$ cat config.mk
export PLATFORM = sky130hd
export DESIGN_NAME = pickup_delivery_feasibility_flat
export DESIGN_NICKNAME = d
export VERILOG_FILES = /design/src/pdf_pkg.sv /design/src/pdf_req_if.sv /design/src/pdf_rsp_if.sv /design/src/pdf_route.sv /design/src/pickup_delivery_feasibility.sv /design/src/flat_wrapper.sv
export SDC_FILE = /design/constraint.sdc
export NUM_CORES = 1
export LEC_CHECK = 0
export BUFFER_PORTS_ARGS = -buffer_cell sky130_fd_sc_hd__buf_2
export CAP_MARGIN = 25
export CORE_MARGIN = 1
export CORE_UTILIZATION = 50
export DETAILED_ROUTE_END_ITERATION = 8
export GPL_ROUTABILITY_DRIVEN = 0
export PLACE_DENSITY_LB_ADDON = 0.12
export RECOVER_POWER = 25
export REMOVE_ABC_BUFFERS = 1
export SYNTH_ARGS = -nofsm -noshare
export SYNTH_HDL_FRONTEND = slang
export SYNTH_HIERARCHICAL = 1
export SYNTH_SLANG_ARGS = --single-unit
$ cat constraint.sdc
create_clock -name clock -period 10.9 [get_ports clock]
set_input_delay 2.18 -clock clock [delete_from_list [all_inputs] [get_ports clock]]
set_output_delay 2.18 -clock clock [all_outputs]
set_load 0.05 [all_outputs]
$ cat src/pdf_pkg.sv
package pdf_pkg;

   localparam int NUM_REQUESTS_DEFAULT = 256;
   localparam int REQ_ID_W = 8;
   localparam int LOAD_W = 13;
   localparam int RUN_LOAD_W = 18;
   localparam int CAP_W = 16;
   localparam int DROPS_W = 9;
   localparam int CSR_ADDR_W = 3;
   localparam int CSR_DATA_W = 32;

   localparam logic [CAP_W-1:0] CAPACITY_RESET = 16'hFFFF;
   localparam logic [DROPS_W-1:0] MIN_DROPS_RESET = 9'd0;

   typedef enum logic [0:0] {
      OP_NODE = 1'b0,
      OP_END  = 1'b1
   } op_type;

   typedef enum logic [0:0] {
      REG_CAPACITY  = 1'b0,
      REG_MIN_DROPS = 1'b1
   } reg_index_type;

   typedef enum logic [2:0] {
      REASON_OK         = 3'd0,
      REASON_INVALID    = 3'd1,
      REASON_CAPACITY   = 3'd2,
      REASON_EARLY_DROP = 3'd3,
      REASON_FEW_DROPS  = 3'd4
   } reason_type;

   typedef struct packed {
      logic                       opcode;
      logic [REQ_ID_W-1:0]        request_id;
      logic                       request_valid;
      logic signed [LOAD_W-1:0]   load_delta;
   } item_type;

   typedef struct packed {
      logic                       node_go;
      logic                       clear;
      logic [REQ_ID_W-1:0]        request_id;
      logic                       request_valid;
      logic signed [LOAD_W-1:0]   load_delta;
   } route_cmd_type;

   typedef struct packed {
      logic                       failed;
      reason_type                 reason;
      logic [DROPS_W-1:0]         drop_count;
   } route_stat_type;

endpackage

$ cat src/pdf_req_if.sv
interface pdf_req_if
   import pdf_pkg::*;
   ();
   logic                     valid;
   logic                     ready;
   logic                     opcode;
   logic [REQ_ID_W-1:0]      request_id;
   logic                     request_valid;
   logic signed [LOAD_W-1:0] load_delta;

   modport source (output valid, output opcode, output request_id, output request_valid,
                   output load_delta, input ready);
   modport sink (input valid, input opcode, input request_id, input request_valid,
                 input load_delta, output ready);
endinterface

$ cat src/pdf_rsp_if.sv
interface pdf_rsp_if
   import pdf_pkg::*;
   ();
   logic                 valid;
   logic                 ready;
   logic                 feasible;
   logic [2:0]           fail_reason;
   logic [DROPS_W-1:0]   distinct_drops;

   modport source (output valid, output feasible, output fail_reason, output distinct_drops,
                   input ready);
   modport sink (input valid, input feasible, input fail_reason, input distinct_drops,
                 output ready);
endinterface

$ cat src/pdf_route.sv
module pdf_route
   import pdf_pkg::*;
#(
   parameter int NUM_REQUESTS = NUM_REQUESTS_DEFAULT
) (
   input  logic               clock,
   input  logic               reset,
   input  route_cmd_type      cmd,
   input  logic [CAP_W-1:0]   capacity,
   output route_stat_type     stat
);

   localparam int ID_SPAN = 1 << REQ_ID_W;
   localparam int MAP_DEPTH = (NUM_REQUESTS < ID_SPAN) ? NUM_REQUESTS : ID_SPAN;
   localparam int IDX_W = (MAP_DEPTH > 1) ? $clog2(MAP_DEPTH) : 1;
   localparam logic [DROPS_W-1:0] DROPS_MAX = '1;

   logic signed [RUN_LOAD_W-1:0] load_ff, load_in;
   logic [MAP_DEPTH-1:0]         picked_ff, picked_in;
   logic [MAP_DEPTH-1:0]         dropped_ff, dropped_in;
   logic [DROPS_W-1:0]           drop_count_ff, drop_count_in;
   logic                         failed_ff, failed_in;
   reason_type                   reason_ff, reason_in;

   logic                         in_range;
   logic [IDX_W-1:0]             idx;
   logic signed [RUN_LOAD_W-1:0] next_load;
   logic                         over_cap;
   logic                         is_pickup;
   logic                         picked_bit;
   logic                         dropped_bit;

   assign in_range = (32'(cmd.request_id) < NUM_REQUESTS);
   assign idx = IDX_W'(cmd.request_id);
   assign next_load = load_ff + RUN_LOAD_W'(cmd.load_delta);
   assign over_cap = next_load[RUN_LOAD_W-1]
                  || (next_load > $signed({2'b00, capacity}));
   assign is_pickup = !cmd.load_delta[LOAD_W-1] && (cmd.load_delta != '0);
   assign picked_bit = in_range && picked_ff[idx];
   assign dropped_bit = in_range && dropped_ff[idx];

   always_comb begin
      load_in = load_ff;
      picked_in = picked_ff;
      dropped_in = dropped_ff;
      drop_count_in = drop_count_ff;
      failed_in = failed_ff;
      reason_in = reason_ff;
      if (cmd.clear) begin
         load_in = '0;
         picked_in = '0;
         dropped_in = '0;
         drop_count_in = '0;
         failed_in = 1'b0;
         reason_in = REASON_OK;
      end else if (cmd.node_go && !failed_ff) begin
         if (!cmd.request_valid || !in_range) begin
            failed_in = 1'b1;
            reason_in = REASON_INVALID;
         end else begin
            load_in = next_load;
            if (over_cap) begin
               failed_in = 1'b1;
               reason_in = REASON_CAPACITY;
            end else if (is_pickup) begin
               picked_in[idx] = 1'b1;
            end else if (!picked_bit) begin
               failed_in = 1'b1;
               reason_in = REASON_EARLY_DROP;
            end else if (!dropped_bit) begin
               dropped_in[idx] = 1'b1;
               if (drop_count_ff != DROPS_MAX) begin
                  drop_count_in = drop_count_ff + 1'b1;
               end
            end
         end
      end
   end

   always_ff @(posedge clock) begin
      if (reset) begin
         load_ff <= '0;
         picked_ff <= '0;
         dropped_ff <= '0;
         drop_count_ff <= '0;
         failed_ff <= 1'b0;
         reason_ff <= REASON_OK;
      end else begin
         load_ff <= load_in;
         picked_ff <= picked_in;
         dropped_ff <= dropped_in;
         drop_count_ff <= drop_count_in;
         failed_ff <= failed_in;
         reason_ff <= reason_in;
      end
   end

   assign stat.failed = failed_ff;
   assign stat.reason = reason_ff;
   assign stat.drop_count = drop_count_ff;

   assert property (@(posedge clock) disable iff (reset)
      (failed_ff && !cmd.clear) |=> (failed_ff && $stable(reason_ff)))
      else $error("Latched failure changed before the route was cleared.");

   assert property (@(posedge clock) disable iff (reset)
      !cmd.clear |=> ((drop_count_ff == $past(drop_count_ff))
                   || (drop_count_ff == $past(drop_count_ff) + 9'd1)))
      else $error("Drop count moved by more than one on a node.");

   assert property (@(posedge clock) disable iff (reset)
      (failed_ff && !cmd.clear) |=> ($stable(picked_ff) && $stable(dropped_ff)))
      else $error("Request maps changed after the route failed.");

   assert property (@(posedge clock) disable iff (reset)
      cmd.clear |=> (!failed_ff && drop_count_ff == '0 && picked_ff == '0))
      else $error("Route state was not cleared after the end of a route.");

endmodule

$ cat src/pickup_delivery_feasibility.sv
// Channel   Direction  Moves
// req       in         one route node, or the end of a route
// rsp       out        verdict, reason and distinct drop count, once per route end
// csr       in/out     capacity at 0x0, min_drops at 0x4
//
// A request enters an input register and is evaluated there against the route state,
// so one request is taken every cycle unless a waiting result stalls an end request;
// one node per cycle sustained. An end request loads the result register once the
// result register is free, and clears the route state and both request maps at that edge.
// Reset clears all route state and returns capacity to 65535 and min_drops to 0.
// A waiting result stalls the input only once the next end request reaches the input
// register; node requests ahead of it are still taken every cycle.
module pickup_delivery_feasibility
   import pdf_pkg::*;
#(
   parameter int NUM_REQUESTS = NUM_REQUESTS_DEFAULT
) (
   input  logic                  clock,
   input  logic                  reset,
   pdf_req_if.sink               req,
   pdf_rsp_if.source             rsp,
   input  logic                  csr_psel,
   input  logic                  csr_penable,
   input  logic                  csr_pwrite,
   input  logic [CSR_ADDR_W-1:0] csr_paddr,
   input  logic [CSR_DATA_W-1:0] csr_pwdata,
   output logic [CSR_DATA_W-1:0] csr_prdata,
   output logic                  csr_pready
);

   logic [CAP_W-1:0]    capacity_ff, capacity_in;
   logic [DROPS_W-1:0]  min_drops_ff, min_drops_in;
   logic                csr_write;
   reg_index_type       csr_index;

   logic                s1_valid_ff, s1_valid_in;
   item_type            s1_item_ff, s1_item_in;
   logic                s1_adv;
   logic                s1_fire;
   logic                s1_end;

   logic                rsp_valid_ff, rsp_valid_in;
   logic                rsp_feasible_ff, rsp_feasible_in;
   reason_type          rsp_reason_ff, rsp_reason_in;
   logic [DROPS_W-1:0]  rsp_drops_ff, rsp_drops_in;

   route_cmd_type       cmd;
   route_stat_type      stat;

   assign csr_pready = 1'b1;
   assign csr_write = csr_psel && csr_penable && csr_pwrite;
   assign csr_index = reg_index_type'(csr_paddr[2]);

   always_comb begin
      capacity_in = capacity_ff;
      min_drops_in = min_drops_ff;
      if (csr_write) begin
         case (csr_index)
            REG_CAPACITY: capacity_in = csr_pwdata[CAP_W-1:0];
            REG_MIN_DROPS: min_drops_in = csr_pwdata[DROPS_W-1:0];
            default: ;
         endcase
      end
   end

   always_comb begin
      case (csr_index)
         REG_CAPACITY: csr_prdata = CSR_DATA_W'(capacity_ff);
         REG_MIN_DROPS: csr_prdata = CSR_DATA_W'(min_drops_ff);
         default: csr_prdata = '0;
      endcase
   end

   assign s1_end = (s1_item_ff.opcode == OP_END);
   assign s1_adv = !s1_valid_ff || !s1_end || !rsp_valid_ff || rsp.ready;
   assign s1_fire = s1_valid_ff && s1_adv;
   assign req.ready = s1_adv;

   always_comb begin
      s1_valid_in = s1_valid_ff;
      s1_item_in = s1_item_ff;
      if (s1_adv) begin
         s1_valid_in = req.valid;
         s1_item_in.opcode = req.opcode;
         s1_item_in.request_id = req.request_id;
         s1_item_in.request_valid = req.request_valid;
         s1_item_in.load_delta = req.load_delta;
      end
   end

   assign cmd.node_go = s1_fire && !s1_end;
   assign cmd.clear = s1_fire && s1_end;
   assign cmd.request_id = s1_item_ff.request_id;
   assign cmd.request_valid = s1_item_ff.request_valid;
   assign cmd.load_delta = s1_item_ff.load_delta;

   pdf_route #(
      .NUM_REQUESTS (NUM_REQUESTS)
   ) u_route (
      .clock    (clock),
      .reset    (reset),
      .cmd      (cmd),
      .capacity (capacity_ff),
      .stat     (stat)
   );

   always_comb begin
      rsp_valid_in = rsp_valid_ff;
      rsp_feasible_in = rsp_feasible_ff;
      rsp_reason_in = rsp_reason_ff;
      rsp_drops_in = rsp_drops_ff;
      if (rsp_valid_ff && rsp.ready) begin
         rsp_valid_in = 1'b0;
      end
      if (cmd.clear) begin
         rsp_valid_in = 1'b1;
         rsp_drops_in = stat.drop_count;
         if (stat.failed) begin
            rsp_feasible_in = 1'b0;
            rsp_reason_in = stat.reason;
         end else if (stat.drop_count < min_drops_ff) begin
            rsp_feasible_in = 1'b0;
            rsp_reason_in = REASON_FEW_DROPS;
         end else begin
            rsp_feasible_in = 1'b1;
            rsp_reason_in = REASON_OK;
         end
      end
   end

   always_ff @(posedge clock) begin
      if (reset) begin
         capacity_ff <= CAPACITY_RESET;
         min_drops_ff <= MIN_DROPS_RESET;
         s1_valid_ff <= 1'b0;
         rsp_valid_ff <= 1'b0;
      end else begin
         capacity_ff <= capacity_in;
         min_drops_ff <= min_drops_in;
         s1_valid_ff <= s1_valid_in;
         rsp_valid_ff <= rsp_valid_in;
      end
   end

   always_ff @(posedge clock) begin
      s1_item_ff <= s1_item_in;
      rsp_feasible_ff <= rsp_feasible_in;
      rsp_reason_ff <= rsp_reason_in;
      rsp_drops_ff <= rsp_drops_in;
   end

   assign rsp.valid = rsp_valid_ff;
   assign rsp.feasible = rsp_feasible_ff;
   assign rsp.fail_reason = rsp_reason_ff;
   assign rsp.distinct_drops = rsp_drops_ff;

   assert property (@(posedge clock) disable iff (reset)
      $rose(rsp_valid_ff) |-> $past(cmd.clear))
      else $error("A result appeared without an end request.");

   assert property (@(posedge clock) disable iff (reset)
      rsp_valid_ff |-> (rsp_feasible_ff == (rsp_reason_ff == REASON_OK)))
      else $error("Verdict and reason code disagree.");

   assert property (@(posedge clock) disable iff (reset)
      (!rsp_valid_ff && !cmd.clear) |=> !rsp_valid_ff)
      else $error("A node request produced a result.");

   assert property (@(posedge clock) disable iff (reset)
      (rsp_valid_ff && !rsp.ready && s1_valid_ff && s1_end) |-> !req.ready)
      else $error("An end request advanced over a stalled result.");

endmodule

$ cat src/flat_wrapper.sv
// flat-port wrapper written by rule: the top's interface ports become plain ports
module pickup_delivery_feasibility_flat import pdf_pkg::*;
#(
   parameter int NUM_REQUESTS = NUM_REQUESTS_DEFAULT
)
  (clock, reset, csr_psel, csr_penable, csr_pwrite, csr_paddr, csr_pwdata, csr_prdata, csr_pready, req_valid, req_opcode, req_request_id, req_request_valid, req_load_delta, req_ready, rsp_valid, rsp_feasible, rsp_fail_reason, rsp_distinct_drops, rsp_ready);
  pdf_req_if req_i ();
  pdf_rsp_if rsp_i ();
  input  logic clock;
  input  logic reset;
  input  logic csr_psel;
  input  logic csr_penable;
  input  logic csr_pwrite;
  input  logic [CSR_ADDR_W-1:0] csr_paddr;
  input  logic [CSR_DATA_W-1:0] csr_pwdata;
  output logic [CSR_DATA_W-1:0] csr_prdata;
  output logic csr_pready;
  input wire logic [$bits(req_i.valid)-1:0] req_valid;
  input wire logic [$bits(req_i.opcode)-1:0] req_opcode;
  input wire logic [$bits(req_i.request_id)-1:0] req_request_id;
  input wire logic [$bits(req_i.request_valid)-1:0] req_request_valid;
  input wire logic [$bits(req_i.load_delta)-1:0] req_load_delta;
  output wire logic [$bits(req_i.ready)-1:0] req_ready;
  output wire logic [$bits(rsp_i.valid)-1:0] rsp_valid;
  output wire logic [$bits(rsp_i.feasible)-1:0] rsp_feasible;
  output wire logic [$bits(rsp_i.fail_reason)-1:0] rsp_fail_reason;
  output wire logic [$bits(rsp_i.distinct_drops)-1:0] rsp_distinct_drops;
  input wire logic [$bits(rsp_i.ready)-1:0] rsp_ready;
  assign req_i.valid = req_valid;
  assign req_i.opcode = req_opcode;
  assign req_i.request_id = req_request_id;
  assign req_i.request_valid = req_request_valid;
  assign req_i.load_delta = req_load_delta;
  assign req_ready = req_i.ready;
  assign rsp_valid = rsp_i.valid;
  assign rsp_feasible = rsp_i.feasible;
  assign rsp_fail_reason = rsp_i.fail_reason;
  assign rsp_distinct_drops = rsp_i.distinct_drops;
  assign rsp_i.ready = rsp_ready;
  pickup_delivery_feasibility #(.NUM_REQUESTS(NUM_REQUESTS)) u_core (.clock(clock), .reset(reset), .req(req_i), .rsp(rsp_i), .csr_psel(csr_psel), .csr_penable(csr_penable), .csr_pwrite(csr_pwrite), .csr_paddr(csr_paddr), .csr_pwdata(csr_pwdata), .csr_prdata(csr_prdata), .csr_pready(csr_pready));
endmodule
==> flow_metrics.env <==
export IMPL_cts_buffer_depth=3
export IMPL_required_ns=11.32
export IMPL_finalHoldViolCount=0
export IMPL_comb_power_share=0.064
export IMPL_die_w_um=230
export IMPL_cts_resized_gates=0
export IMPL_grt_pass1_wl_um=108000
export IMPL_rsz0062_at_grt="no"
export IMPL_synthTopCellsByArea="dfxtp_1, mux4_2, nand2_1"
export IMPL_slew_viol_final=129
export IMPL_seq_area_um2=12500
export IMPL_cap_violations=4
export IMPL_crit_type="reg -> reg"
export IMPL_critical_path_max_fanout=44
export IMPL_synth_edf_count=36
export IMPL_ir_worst_vdd_uv=133
export IMPL_numCtsBuffers=61
export IMPL_drt_iter0_markers=1514
export IMPL_leakage_uw=0.0102
export IMPL_die_area_um2=52700
export IMPL_postCtsSetupRepairBufs=0
export IMPL_finalWirelength_um=67500
export IMPL_max_slew_worst_pin_slew_ns=2.01
export IMPL_min_period_ns=6.35
export IMPL_antenna_found_initial=0
export IMPL_fin_crit_sh=0.583
export IMPL_finalNetCount=2864
export IMPL_io_pins=113
export IMPL_portBuffers=77
export IMPL_crit_arrival_ns=6.77
export IMPL_clock_sinks=605
export IMPL_fillers=4600
export IMPL_die_h_um=230
export IMPL_grt_max_degree=221
export IMPL_dp_hpwl_um=41900
export IMPL_first_pass_iters=7
export IMPL_vias=20100
export IMPL_initial_utilization=0.506
export IMPL_finalSetupViolCount=0
export IMPL_fin_util=0.554
export IMPL_violations="design-rule violations, max-capacitance violations, max-slew violations"
export IMPL_routedWlPerCell_um=19.4
export IMPL_multi_input_area_um2=12200
export IMPL_synth_top_area_share=0.440
export IMPL_root_buffer="clkbuf_16"
export IMPL_overflow=0
export IMPL_synth_area_um2=25900
export IMPL_yosysWarnings=6
export IMPL_fp_row_count=83
export IMPL_p_sw_frac=0.237
export IMPL_cts_tree="yes"
export IMPL_synth_common_cells="dfxtp_1, nand2_1, o21ai_0, nor2_1, a21oi_1"
export IMPL_outcome="finished, violations left"
export IMPL_clkLatencyLatePin_ns=0.63
export IMPL_timing_fmax_mhz=157
export IMPL_grt_pass1_vias=19600
export IMPL_cp_end_kind="flop"
export IMPL_cts_hold_buf=0
export IMPL_yosysSeqAreaShare=0.482
export IMPL_synth_async_sr_flop_share=0
export IMPL_avgSynthCellArea_um2=9.36
export IMPL_skew_ns=0.0203
export IMPL_ys_seq_elements=605
export IMPL_grt_usage=0.257
export IMPL_antenna_left=0
export IMPL_drive_gt1_frac=0.109
export IMPL_synth_most_common_cell="dfxtp_1"
export IMPL_cp_start_kind="flop"
export IMPL_dp_slack_ns=4.96
export IMPL_synthCells=2768
export IMPL_synth_cell_types=80
export IMPL_ys_flop_type="dfxtp_1"
export IMPL_clk_pin_slew_ns=0.06
export IMPL_yosys_area_top_type="dfxtp_1"
export IMPL_clock_power_share=0.444
export IMPL_core_area_um2=51200
export IMPL_power_switching_uw=1090
export IMPL_p_per_area_nw_per_um2=161
export IMPL_h_tree_depth=2
export IMPL_area_delta_synth_final_pct=9.47
export IMPL_vias_per_cell=5.76
export IMPL_drc=2
export IMPL_layout_setup_ws_ns=4.55
export IMPL_p_int_uw=3490
export IMPL_insertedDiodeCount=0
export IMPL_seq_power_share=0.493
export IMPL_min_path_type="reg -> reg"
export IMPL_slew_headroom=-0.343
==> layout by cell type (no fill, tap or decap), drive strengths merged, types with 12 or more instances in the layout <==
cell      n
a211o    18
a21oi   145
a22oi    25
a31oi    27
and3     13
buf      84
clkbuf  130
clkinv   14
conb     18
dfxtp   569
edfxtp   36
ha       43
inv      33
mux2     12
mux2i    56
mux4    110
nand2   565
nand3    19
nand4    18
nor2    225
nor2b    39
o21a     62
o21ai   378
xnor2    12
==> worst paths after layout <==
path	cells past startpoint	from	to	slack (ns)
setup / recovery	19	u_core/cmd[0]	u_core/u_route/dropped_ff[92]	4.55
setup reg to reg	19	u_core/cmd[0]	u_core/u_route/dropped_ff[92]	4.55
hold reg to reg	2	u_core/u_route/dropped_ff[41]	u_core/u_route/dropped_ff[41]	0.45
hold / removal	2	u_core/u_route/dropped_ff[41]	u_core/u_route/dropped_ff[41]	0.45
==> sequential cells by signal, summed over array words and instances, names as in the netlist, 2 cells and up <==
name,count
u_core/u_route/dropped_ff,256
u_core/rsp.distinct_drops,9
u_core/min_drops_ff,9
u_core/u_route/drop_count_ff,9
u_core/u_route/load_ff,18
u_core/cmd,22
u_core/u_route/reason_ff,2
u_core/rsp.fail_reason,3
u_core/capacity_ff,16
u_core/u_route/picked_ff,256
==> per-layer routing <==
metal	routed length (µm)	GRT usage
met1	29300	0.341
met2	32600	0.434
met3	4270	0.0453
met4	1280	0.0623
met5	0	0
==> cells by family (layout without fill, tap and decap cells) <==
logic type,after synthesis,count (layout),share of synthesized area
AO/OA/AOI/OAI,725,725,0.161
XOR/XNOR,15,15,0.00507
adder cells (fa/ha/maj),44,44,0.0215
buffers and inverters,246,264,0.0496
flip-flops,605,605,0.482
multiplexers,178,178,0.124
other,3,18,0.000435
AND/OR/NAND/NOR,952,952,0.156
==> worst max-delay path, cell delays in order (launching register included) <==
cell and delay (ns):
edfxtp_1 0.41, ha_1 0.25, fa_1 0.41, a21o_1 0.20, a221oi_1 0.52, a21oi_1 0.24, a21oi_1 0.26, o21bai_1 0.10
a21oi_1 0.21, xnor2_1 0.12, ha_1 0.31, nand4_1 0.12, o21bai_1 0.15, o21bai_1 0.12, o31ai_1 0.10, o22ai_1 0.52
nor3_1 0.14, nand4_1 0.14, clkbuf_1 1.44, o21ai_0 0.33
==> power by group through the flow <==
stage / logic [µW] / registers [µW] / clock network, µW
6_report: 291 / 2250 / 2030
5_1_grt: 310 / 2250 / 2170
4_1_cts: 290 / 2250 / 2080
3_5_place_dp: 290 / 2300 / 0
3_3_place_gp: 285 / 2300 / 0
2_1_floorplan: 168 / 2330 / 0
==> area by class of cell <==
| cell class | count | area share |
|---|---|---|
| clock buffer | 92 | 0.0640 |
| clock inverter | 17 | 0.00499 |
| inverter | 33 | 0.00437 |
| multi-input combinational | 1932 | 0.431 |
| sequential | 605 | 0.440 |
| tap | 680 | 0.0300 |
| timing repair buffer | 122 | 0.0259 |
==> metrics by stage <==
stage	cells	power, µW	hold slack, ns	setup TNS, ns	cell area, µm²
after detailed placement	3371	2590	0.438	0	26400
after global routing	3481	4740	0.467	0	28400
final	3481	4570	0.446	0	28400
after CTS	3480	4620	0.452	0	28400
after global placement	3368	2590	0.425	0	26400
after floorplan	2570	2490	0.417	-2347.62	24800
Note: power is estimated with default switching activity, not from simulation.
